### src/rtl/core/eho_pkg.sv
// ----------------------------------------------------------------------------
// eho_pkg
// Types, constants and the arctangent table of the odometry block.
// ----------------------------------------------------------------------------
package eho_pkg;

  // Configuration register indexes
  typedef enum logic [1:0] {
    CFG_FEET_PER_TICK = 2'd0,
    CFG_START_X       = 2'd1,
    CFG_START_Y       = 2'd2
  } cfg_reg_t;

  // Controller states
  typedef enum logic [2:0] {
    ST_IDLE,
    ST_CORDIC,
    ST_MUL,
    ST_ACC,
    ST_APPLY,
    ST_DONE
  } state_t;

  // Partial product steps of the shared multiplier
  typedef enum logic [2:0] {
    MS_DIST_LO = 3'd0,
    MS_DIST_HI = 3'd1,
    MS_SIN_LO  = 3'd2,
    MS_SIN_HI  = 3'd3,
    MS_COS_LO  = 3'd4,
    MS_COS_HI  = 3'd5
  } mul_step_t;

  // Commands from controller to datapath
  typedef struct packed {
    logic       load;
    logic       cordic_en;
    logic [4:0] iter;
    logic       mul_en;
    logic       acc_en;
    logic       apply_en;
    mul_step_t  step;
    logic       finish;
  } cmd_t;

  localparam int unsigned ATAN_LEN = 24;

  localparam logic [31:0]        FPT_RESET    = 32'd1647099;
  localparam logic signed [31:0] X_OFF_RESET  = 32'sd29491;
  localparam logic signed [31:0] Y_OFF_RESET  = -32'sd24904;
  localparam logic signed [33:0] CORDIC_START = 34'sd652032874;

  localparam logic signed [16:0] DEG_FULL    = 17'sd36000;
  localparam logic signed [16:0] DEG_HALF    = 17'sd18000;
  localparam logic signed [16:0] DEG_QUARTER = 17'sd9000;

  localparam logic signed [51:0] SAT_MAX = 52'sd2147483647;
  localparam logic signed [51:0] SAT_MIN = -52'sd2147483648;

  // Arctangent of 2^-i in units of 1/6553600 degree
  function automatic logic [28:0] atan_units(input logic [4:0] i);
    logic [28:0] v;
    unique case (i)
      5'd0:  v = 29'd294912000;
      5'd1:  v = 29'd174096719;
      5'd2:  v = 29'd91987925;
      5'd3:  v = 29'd46694507;
      5'd4:  v = 29'd23437865;
      5'd5:  v = 29'd11730358;
      5'd6:  v = 29'd5866610;
      5'd7:  v = 29'd2933484;
      5'd8:  v = 29'd1466764;
      5'd9:  v = 29'd733385;
      5'd10: v = 29'd366693;
      5'd11: v = 29'd183346;
      5'd12: v = 29'd91673;
      5'd13: v = 29'd45837;
      5'd14: v = 29'd22918;
      5'd15: v = 29'd11459;
      5'd16: v = 29'd5730;
      5'd17: v = 29'd2865;
      5'd18: v = 29'd1432;
      5'd19: v = 29'd716;
      5'd20: v = 29'd358;
      5'd21: v = 29'd179;
      5'd22: v = 29'd90;
      5'd23: v = 29'd45;
      default: v = 29'd0;
    endcase
    return v;
  endfunction

  // Add a signed magnitude step to an accumulator and saturate to 32 bits
  function automatic logic signed [31:0] sat_add(input logic signed [31:0] acc,
                                                 input logic [49:0] mag,
                                                 input logic neg);
    logic signed [51:0] stp;
    logic signed [51:0] sum;
    stp = neg ? -$signed({2'b00, mag}) : $signed({2'b00, mag});
    sum = $signed({{20{acc[31]}}, acc}) + stp;
    if (sum > SAT_MAX) begin
      return SAT_MAX[31:0];
    end else if (sum < SAT_MIN) begin
      return SAT_MIN[31:0];
    end
    return sum[31:0];
  endfunction

endpackage

### src/rtl/core/encoder_heading_odometry.sv
// ----------------------------------------------------------------------------
// encoder_heading_odometry
// Dead-reckoning odometry from an absolute encoder count and a gyro yaw.
// ----------------------------------------------------------------------------
// Each update item moves X by distance*sin(yaw) and Y by distance*cos(yaw),
// both saturating Q15.16 feet, and stores the count; a reset item zeroes X, Y
// and the stored count. Every item gives one result with X, Y and the heading
// wrapped to 1..36000 hundredths of a degree. An update item runs
// TRIG_ITERATIONS CORDIC rotations (values above 24 act as 24), then three
// products (distance, sine step, cosine step) of two 24x32 partial products
// each through one shared multiplier, every partial product taking a multiply
// and an accumulate step and every product a rounding step, and then loads
// the result. A reset item skips the rotations and products and goes straight
// to the load. A stalled result holds the block before the load; once the
// result is loaded the next item is taken while that result still waits.
// Hardware reset loads X and Y from the offset reset values; offset writes
// have no effect on a running block.
module encoder_heading_odometry #(
  parameter int unsigned TRIG_ITERATIONS = 16
) (
  input  logic               clk,
  input  logic               rst,
  input  logic               cfg_wr_en,
  input  logic [1:0]         cfg_addr,
  input  logic [31:0]        cfg_wdata,
  input  logic               in_valid,
  output logic               in_ready,
  input  logic               command,
  input  logic signed [31:0] encoder_count,
  input  logic signed [15:0] yaw_angle,
  output logic               out_valid,
  input  logic               out_ready,
  output logic signed [31:0] x_position,
  output logic signed [31:0] y_position,
  output logic [15:0]        heading_wrapped
);

  eho_pkg::cmd_t cmd;

  // Sequencer
  eho_ctrl #(
    .TRIG_ITERATIONS(TRIG_ITERATIONS)
  ) u_ctrl (
    .clk       (clk),
    .rst       (rst),
    .in_valid  (in_valid),
    .in_ready  (in_ready),
    .command   (command),
    .out_valid (out_valid),
    .out_ready (out_ready),
    .cmd       (cmd)
  );

  // Arithmetic
  eho_datapath u_dp (
    .clk             (clk),
    .rst             (rst),
    .cmd             (cmd),
    .cfg_wr_en       (cfg_wr_en),
    .cfg_addr        (cfg_addr),
    .cfg_wdata       (cfg_wdata),
    .command         (command),
    .encoder_count   (encoder_count),
    .yaw_angle       (yaw_angle),
    .x_position      (x_position),
    .y_position      (y_position),
    .heading_wrapped (heading_wrapped)
  );

endmodule

### src/rtl/core/eho_datapath.sv
// ----------------------------------------------------------------------------
// eho_datapath
// Accumulators, CORDIC rotator, shared 24x32 multiplier and result registers.
// ----------------------------------------------------------------------------
module eho_datapath (
  input  logic                clk,
  input  logic                rst,
  input  eho_pkg::cmd_t       cmd,
  input  logic                cfg_wr_en,
  input  logic [1:0]          cfg_addr,
  input  logic [31:0]         cfg_wdata,
  input  logic                command,
  input  logic signed [31:0]  encoder_count,
  input  logic signed [15:0]  yaw_angle,
  output logic signed [31:0]  x_position,
  output logic signed [31:0]  y_position,
  output logic [15:0]         heading_wrapped
);

  logic [31:0]        feet_per_tick;
  logic signed [31:0] x_accum;
  logic signed [31:0] y_accum;
  logic signed [31:0] last_count;
  logic [32:0]        ticks;
  logic               dist_neg;
  logic               flip;
  logic signed [33:0] cx;
  logic signed [33:0] cy;
  logic signed [31:0] cz;
  logic [47:0]        travel;
  logic [55:0]        mres;
  logic [79:0]        psum;
  logic [15:0]        heading;

  logic signed [32:0] delta;
  logic signed [16:0] yaw_s;
  logic signed [16:0] ang0;
  logic signed [16:0] ang1;
  logic signed [16:0] ang2;
  logic               flip_in;
  logic [17:0]        head_s;
  logic signed [33:0] dx;
  logic signed [33:0] dy;
  logic signed [31:0] atan_s;
  logic [23:0]        op_a;
  logic [31:0]        op_b;
  logic [31:0]        sin_mag;
  logic [31:0]        cos_mag;
  logic [33:0]        cy_abs;
  logic [33:0]        cx_abs;
  logic [49:0]        qround;

  // Configuration: only the scale is live, offsets act through reset values
  always_ff @(posedge clk) begin
    if (rst) begin
      feet_per_tick <= eho_pkg::FPT_RESET;
    end else if (cfg_wr_en && (cfg_addr == eho_pkg::CFG_FEET_PER_TICK)) begin
      feet_per_tick <= cfg_wdata;
    end
  end

  // Tick difference, angle reduction and heading wrap
  always_comb begin
    delta   = {last_count[31], last_count} - {encoder_count[31], encoder_count};
    yaw_s   = {yaw_angle[15], yaw_angle};
    ang0    = yaw_s[16] ? yaw_s + eho_pkg::DEG_FULL : yaw_s;
    ang1    = (ang0 >= eho_pkg::DEG_HALF) ? ang0 - eho_pkg::DEG_FULL : ang0;
    flip_in = 1'b0;
    ang2    = ang1;
    if (ang1 > eho_pkg::DEG_QUARTER) begin
      ang2    = ang1 - eho_pkg::DEG_HALF;
      flip_in = 1'b1;
    end else if (ang1 < -eho_pkg::DEG_QUARTER) begin
      ang2    = ang1 + eho_pkg::DEG_HALF;
      flip_in = 1'b1;
    end
    // Always positive: the lowest yaw plus a full turn is still above zero
    head_s = {yaw_s[16], yaw_s} + {1'b0, eho_pkg::DEG_FULL};
    if (head_s > {1'b0, eho_pkg::DEG_FULL}) begin
      head_s = head_s - {1'b0, eho_pkg::DEG_FULL};
    end
  end

  // One CORDIC micro-rotation
  always_comb begin
    dx     = cy >>> cmd.iter;
    dy     = cx >>> cmd.iter;
    atan_s = $signed({3'b000, eho_pkg::atan_units(cmd.iter)});
  end

  // Operand select for the shared multiplier
  always_comb begin
    cy_abs  = cy[33] ? 34'(-cy) : 34'(cy);
    cx_abs  = cx[33] ? 34'(-cx) : 34'(cx);
    sin_mag = cy_abs[31:0];
    cos_mag = cx_abs[31:0];
    unique case (cmd.step)
      eho_pkg::MS_DIST_LO: begin op_a = ticks[23:0];          op_b = feet_per_tick; end
      eho_pkg::MS_DIST_HI: begin op_a = {15'd0, ticks[32:24]}; op_b = feet_per_tick; end
      eho_pkg::MS_SIN_LO:  begin op_a = travel[23:0];         op_b = sin_mag;       end
      eho_pkg::MS_SIN_HI:  begin op_a = travel[47:24];        op_b = sin_mag;       end
      eho_pkg::MS_COS_LO:  begin op_a = travel[23:0];         op_b = cos_mag;       end
      eho_pkg::MS_COS_HI:  begin op_a = travel[47:24];        op_b = cos_mag;       end
      default:             begin op_a = '0;                   op_b = '0;            end
    endcase
    qround = 50'((psum + (80'd1 << 29)) >> 30);
  end

  // Accumulators and the stored count
  always_ff @(posedge clk) begin
    if (rst) begin
      x_accum    <= eho_pkg::X_OFF_RESET;
      y_accum    <= eho_pkg::Y_OFF_RESET;
      last_count <= '0;
    end else if (cmd.load) begin
      if (command) begin
        x_accum    <= '0;
        y_accum    <= '0;
        last_count <= '0;
      end else begin
        last_count <= encoder_count;
      end
    end else if (cmd.apply_en && (cmd.step == eho_pkg::MS_SIN_HI)) begin
      x_accum <= eho_pkg::sat_add(x_accum, qround, dist_neg ^ flip ^ cy[33]);
    end else if (cmd.apply_en && (cmd.step == eho_pkg::MS_COS_HI)) begin
      y_accum <= eho_pkg::sat_add(y_accum, qround, dist_neg ^ flip ^ cx[33]);
    end
  end

  // Working registers: item setup, rotation, products
  always_ff @(posedge clk) begin
    if (cmd.load) begin
      dist_neg <= delta[32];
      ticks    <= delta[32] ? 33'(-delta) : 33'(delta);
      flip     <= flip_in;
      cx       <= eho_pkg::CORDIC_START;
      cy       <= '0;
      cz       <= $signed({{15{ang2[16]}}, ang2}) <<< 16;
      heading  <= head_s[15:0];
    end else if (cmd.cordic_en) begin
      if (!cz[31]) begin
        cx <= cx - dx;
        cy <= cy + dy;
        cz <= cz - atan_s;
      end else begin
        cx <= cx + dx;
        cy <= cy - dy;
        cz <= cz + atan_s;
      end
    end
    if (cmd.mul_en) begin
      mres <= op_a * op_b;
    end
    if (cmd.acc_en) begin
      if (cmd.step[0]) begin
        psum <= psum + ({24'd0, mres} << 24);
      end else begin
        psum <= {24'd0, mres};
      end
    end
    if (cmd.apply_en && (cmd.step == eho_pkg::MS_DIST_HI)) begin
      travel <= 48'((psum + 80'd32768) >> 16);
    end
  end

  // Result registers, held while the result waits
  always_ff @(posedge clk) begin
    if (cmd.finish) begin
      x_position      <= x_accum;
      y_position      <= y_accum;
      heading_wrapped <= heading;
    end
  end

endmodule

### src/rtl/core/eho_ctrl.sv
// ----------------------------------------------------------------------------
// eho_ctrl
// Sequencer: CORDIC iterations, multiplier steps and the result handshake.
// ----------------------------------------------------------------------------
module eho_ctrl #(
  parameter int unsigned TRIG_ITERATIONS = 16
) (
  input  logic          clk,
  input  logic          rst,
  input  logic          in_valid,
  output logic          in_ready,
  input  logic          command,
  output logic          out_valid,
  input  logic          out_ready,
  output eho_pkg::cmd_t cmd
);

  localparam int unsigned ITERS =
    (TRIG_ITERATIONS > eho_pkg::ATAN_LEN) ? eho_pkg::ATAN_LEN : TRIG_ITERATIONS;
  localparam logic [4:0] LAST_ITER = 5'(ITERS - 1);

  eho_pkg::state_t   state;
  eho_pkg::state_t   state_next;
  logic [4:0]        iter;
  eho_pkg::mul_step_t step;
  logic              out_free;

  assign out_free = !out_valid || out_ready;

  // Next state
  always_comb begin
    state_next = state;
    unique case (state)
      eho_pkg::ST_IDLE: begin
        if (in_valid) begin
          state_next = command ? eho_pkg::ST_DONE : eho_pkg::ST_CORDIC;
        end
      end
      eho_pkg::ST_CORDIC: begin
        if (iter == LAST_ITER) begin
          state_next = eho_pkg::ST_MUL;
        end
      end
      eho_pkg::ST_MUL: state_next = eho_pkg::ST_ACC;
      eho_pkg::ST_ACC: begin
        state_next = step[0] ? eho_pkg::ST_APPLY : eho_pkg::ST_MUL;
      end
      eho_pkg::ST_APPLY: begin
        state_next = (step == eho_pkg::MS_COS_HI) ? eho_pkg::ST_DONE : eho_pkg::ST_MUL;
      end
      eho_pkg::ST_DONE: begin
        if (out_free) begin
          state_next = eho_pkg::ST_IDLE;
        end
      end
      default: state_next = eho_pkg::ST_IDLE;
    endcase
  end

  // Outputs
  always_comb begin
    in_ready      = (state == eho_pkg::ST_IDLE);
    cmd.load      = (state == eho_pkg::ST_IDLE) && in_valid;
    cmd.cordic_en = (state == eho_pkg::ST_CORDIC);
    cmd.iter      = iter;
    cmd.mul_en    = (state == eho_pkg::ST_MUL);
    cmd.acc_en    = (state == eho_pkg::ST_ACC);
    cmd.apply_en  = (state == eho_pkg::ST_APPLY);
    cmd.step      = step;
    cmd.finish    = (state == eho_pkg::ST_DONE) && out_free;
  end

  // State, counters and result valid
  always_ff @(posedge clk) begin
    if (rst) begin
      state     <= eho_pkg::ST_IDLE;
      iter      <= '0;
      step      <= eho_pkg::MS_DIST_LO;
      out_valid <= 1'b0;
    end else begin
      state <= state_next;
      if (state == eho_pkg::ST_IDLE) begin
        iter <= '0;
        step <= eho_pkg::MS_DIST_LO;
      end else if (state == eho_pkg::ST_CORDIC) begin
        iter <= iter + 5'd1;
      end else if ((state == eho_pkg::ST_ACC) && !step[0]) begin
        step <= eho_pkg::mul_step_t'(step + 3'd1);
      end else if ((state == eho_pkg::ST_APPLY) && (step != eho_pkg::MS_COS_HI)) begin
        step <= eho_pkg::mul_step_t'(step + 3'd1);
      end
      if (cmd.finish) begin
        out_valid <= 1'b1;
      end else if (out_ready) begin
        out_valid <= 1'b0;
      end
    end
  end

endmodule

### config.mk
export PLATFORM = sky130hd
export DESIGN_NAME = encoder_heading_odometry
export DESIGN_NICKNAME = d
export VERILOG_FILES = /design/src/rtl/core/eho_pkg.sv /design/src/rtl/core/encoder_heading_odometry.sv /design/src/rtl/core/eho_datapath.sv /design/src/rtl/core/eho_ctrl.sv
export SDC_FILE = /design/constraint.sdc
export NUM_CORES = 2
export LEC_CHECK = 0
export BUFFER_PORTS_ARGS = -buffer_cell sky130_fd_sc_hd__buf_2
export CORE_UTILIZATION = 45
export DETAILED_ROUTE_END_ITERATION = 10
export SLEW_MARGIN = 25
export SYNTH_ARGS = -nofsm -noshare
export SYNTH_HDL_FRONTEND = slang
export SYNTH_SLANG_ARGS = --single-unit
### constraint.sdc
create_clock -name clk -period 28.4 [get_ports clk]
set_input_delay 5.68 -clock clk [delete_from_list [all_inputs] [get_ports clk]]
set_output_delay 5.68 -clock clk [all_outputs]
set_load 0.005 [all_outputs]
==> key figures <==
Status
  – Violated checks: design-rule violations
  – Outcome: complete, but fails checks

Setup path
  – Critical Path End Type: flop
  – Startpoint Class: input port
  – CP cell instances: buf_2 -> ha_1 -> nor2_1 -> o21ai_0 -> and4_1 -> ha_1 -> nor3_1 -> o221ai_1 -> a2bb2oi_2 -> xnor2_1 -> o21ai_0 -> o221a_2 -> o21ai_1 -> nor2_1 -> a2111oi_0 -> nand2_1
  – Max Fanout on Critical Path: 16
  – Stages on the worst setup path: 16
  – WP data required: a little under 30 ns
  – CP arrival: between 10 and 15 ns
  – Reg2Reg Depth: 35
  – WS Path Type: input port to flop
  – Top delay family on crit path: compound AO/OA/AOI/OAI gates
  – Largest stage delay, worst path: around 0.74 ns
  – Crit-path slowest cell: o21ai_1
  – Buf/Inv on CP: 1

GRT
  – Largest net degree at the start of global routing: a little under 80
  – Vias in the first global route: ~63k
  – Initial antenna violation count: 5
  – GR Overflow Total: 0
  – Gr usage total: 29.0%
  – First-pass GRT wire length: 378,000 microns

STA
  – Final Max Slew Viols: 0
  – Fin crit share: 37.9%
  – Fmax achieved: 0.0928 GHz
  – Final number of setup-violating endpoints: 0
  – Final min period: 10.77 ns
  – Max-slew headroom: roughly a quarter
  – Worst Tran Pin Value: 1.11 ns
  – RSZ-0062 raised after global routing: no
  – Setup Skew: between 0.06 and 0.07 ns
  – Fin. Hold Viols: 0
  – Post-route setup TNS: 0 ns

Clocking
  – CTS-repair resized insts: 0
  – Total clock buffers created by CTS: 73
  – Max Root-Sink Buffers: 3
  – Post-CTS Setup Inserts: 0
  – TritonCTS clock tree: done
  – H-tree Lvls: 3
  – Worst-skew pair later-pin latency: 0.68 ns
  – CTS sink cnt: 569
  – Clock root buffer: clkbuf_16
  – CTS clk-pin slew, worst paths: approximately 0.060 ns
  – CTS Hold Bufs: 0

Synth
  – Post-Syn Instances: between 8k and 9k
  – Synth cell types: 116
  – Mapped Nets: about 10k
  – Post-synth ARST share: 0%
  – Syn. warnings: 0
  – Main synth FF type: edfxtp_1
  – Number of synthesized flops with an enable pin: between 300 and 400
  – Mapped Area: 74,900 sq um
  – Register bit total from synthesis: 569
  – Mean Syn Cell Area: between 8 and 9 sq um
  – Seq/Total Area, Yosys: between 10% and 20%

Floorplanning
  – # rows: approximately 150
  – Initial Utilization: approximately 45%
  – Horiz. Die Dim: between 400 and 500 microns
  – I/O Pins: 170
  – Core box area: 165,000 sq um
  – DIE AREA: around 170,000 sq um
  – Die Ht: ~410 microns

Drt
  – Initial DRC count: 5,801
  – DRT Pass-1 Iters: 10
  – WL/cell: about 23 microns
  – WL final: 249,000 microns
  – DRC: 10
  – Via density: 5.94
  – Post-route ant nets: 0
  – Via count: around 66k

Cells and area
  – Most frequent cells in the layout: nand2_1, inv_1, nor2_1, fa_1, a21oi_1
  – Nets@finish: ~10k
  – Most common cell after layout, fill and taps aside: nand2_1
  – Synth-to-Final Area Change: 7.18%
  – FF/Latch Area: approximately 15,000 sq um
  – Non-filler cells, final: approximately 11k
  – Multi-input logic area: 55,000 sq um
  – Share of cells above drive strength 1: slightly above 8%
  – Fill cells: 16.1k

Min path
  – Hold path cells: 0
  – Worst hold path class: flop to flop

Place
  – Inst Count DP: 10.9k
  – Hpwl dp: approximately 200,000 microns
  – Gpl congestion: ~0.96
  – Port bufs: approximately 170

Job
  – Max_cap viols: 0
[Yosys cell counts (69+ instances only)]
library cell	count	share of area, %
a21o_1	165	1.7
a21oi_1	562	3.8
a31oi_1	76	0.63
and2_1	111	0.93
and3_1	78	0.65
clkbuf_1	351	1.8
dfxtp_1	253	6.8
edfxtp_1	316	13
fa_1	665	18
ha_1	502	8.4
inv_1	977	4.9
mux4_2	103	3.1
nand2_1	1131	5.7
nand2b_1	81	0.68
nand3_1	200	1.3
nand4_1	76	0.63
nor2_1	725	3.6
nor3_1	186	1.2
o21a_1	69	0.69
o21ai_0	344	2.3
xnor2_1	390	4.6
xor2_1	300	3.5
[cell type report]
cell class / instances / area share (%)
Antenna cell: 2 / 0.00623
Clock buffer: 86 / 2.42
Clock inverter: 49 / 0.636
Inverter: 985 / 4.61
Multi-Input combinational cell: 6845 / 68.5
Sequential cell: 569 / 18.1
Tap cell: 2189 / 3.41
Timing Repair Buffer: 297 / 2.25
[worst paths after layout]
check                        from  slack (ns)                 endpoint
setup / recovery     yaw_angle[5]       17.63              u_dp.cz[31]
hold / removal    u_dp.heading[8]        0.42  u_dp.heading_wrapped[8]
setup reg to reg       u_dp.cy[2]       17.72            u_dp.mres[55]
hold reg to reg   u_dp.heading[8]        0.42  u_dp.heading_wrapped[8]
[metal layers]
| layer | GRT usage [%] | wire, microns | up-vias |
|---|---|---|---|
| li1 | - | - | 30200 |
| met1 | 39.6 | 106000 | 32300 |
| met2 | 47.0 | 115000 | 2550 |
| met3 | 4.27 | 18400 | 452 |
| met4 | 9.21 | 8780 | 0 |
| met5 | 0 | 0 | - |
[per-stage QoR]
| stage | cell area [sq um] | utilization [%] | hold slack (ns) | worst slack, ns |
|---|---|---|---|---|
| 2_1_floorplan | 74900 | - | 0.400 | 18.46 |
| 6_report | 80300 | 48.6 | 0.415 | 17.63 |
| 4_1_cts | 80300 | 48.6 | 0.416 | 17.61 |
| 3_3_place_gp | 77800 | 47.1 | 0.401 | 16.83 |
| 5_1_grt | 80300 | 48.6 | 0.423 | 17.14 |
| 3_5_place_dp | 77800 | 47.1 | 0.405 | 16.91 |
[worst register-to-register path, delay by kind of cell, from the launching register on]
family / cells / cell delay [ns]
simple gates: 10 / 3.07
fa+ha+maj: 8 / 3.87
flops: 1 / 0.40
buf+inv: 5 / 0.48
xor+xnor: 2 / 0.29
compound gates: 10 / 2.33
[cells by family (layout without fill, tap and decap cells)]
| family | after synthesis | in the layout | share of synthesized area [%] |
|---|---|---|---|
| other | 0 | 2 | 0 |
| XOR/XNOR | 692 | 692 | 8.13 |
| buffers and inverters | 1443 | 1417 | 7.42 |
| AO/OA/AOI/OAI | 1873 | 1873 | 16.4 |
| flip-flops | 569 | 569 | 19.4 |
| adder cells (fa/ha/maj) | 1167 | 1167 | 26.2 |
| multiplexers | 194 | 194 | 4.39 |
| AND/OR/NAND/NOR | 2919 | 2919 | 18.1 |
[flip-flops by register name, summed over array words and instances, names as in the netlist, 33 cells and up]
signal	flops
u_dp.cx	34
u_dp.ticks	33
u_dp.mres	56
u_dp.psum	65
u_dp.cy	34
u_dp.travel	48
Power is not shown: default switching activity piles up to over one toggle a cycle in this logic, so the estimate is an artifact.
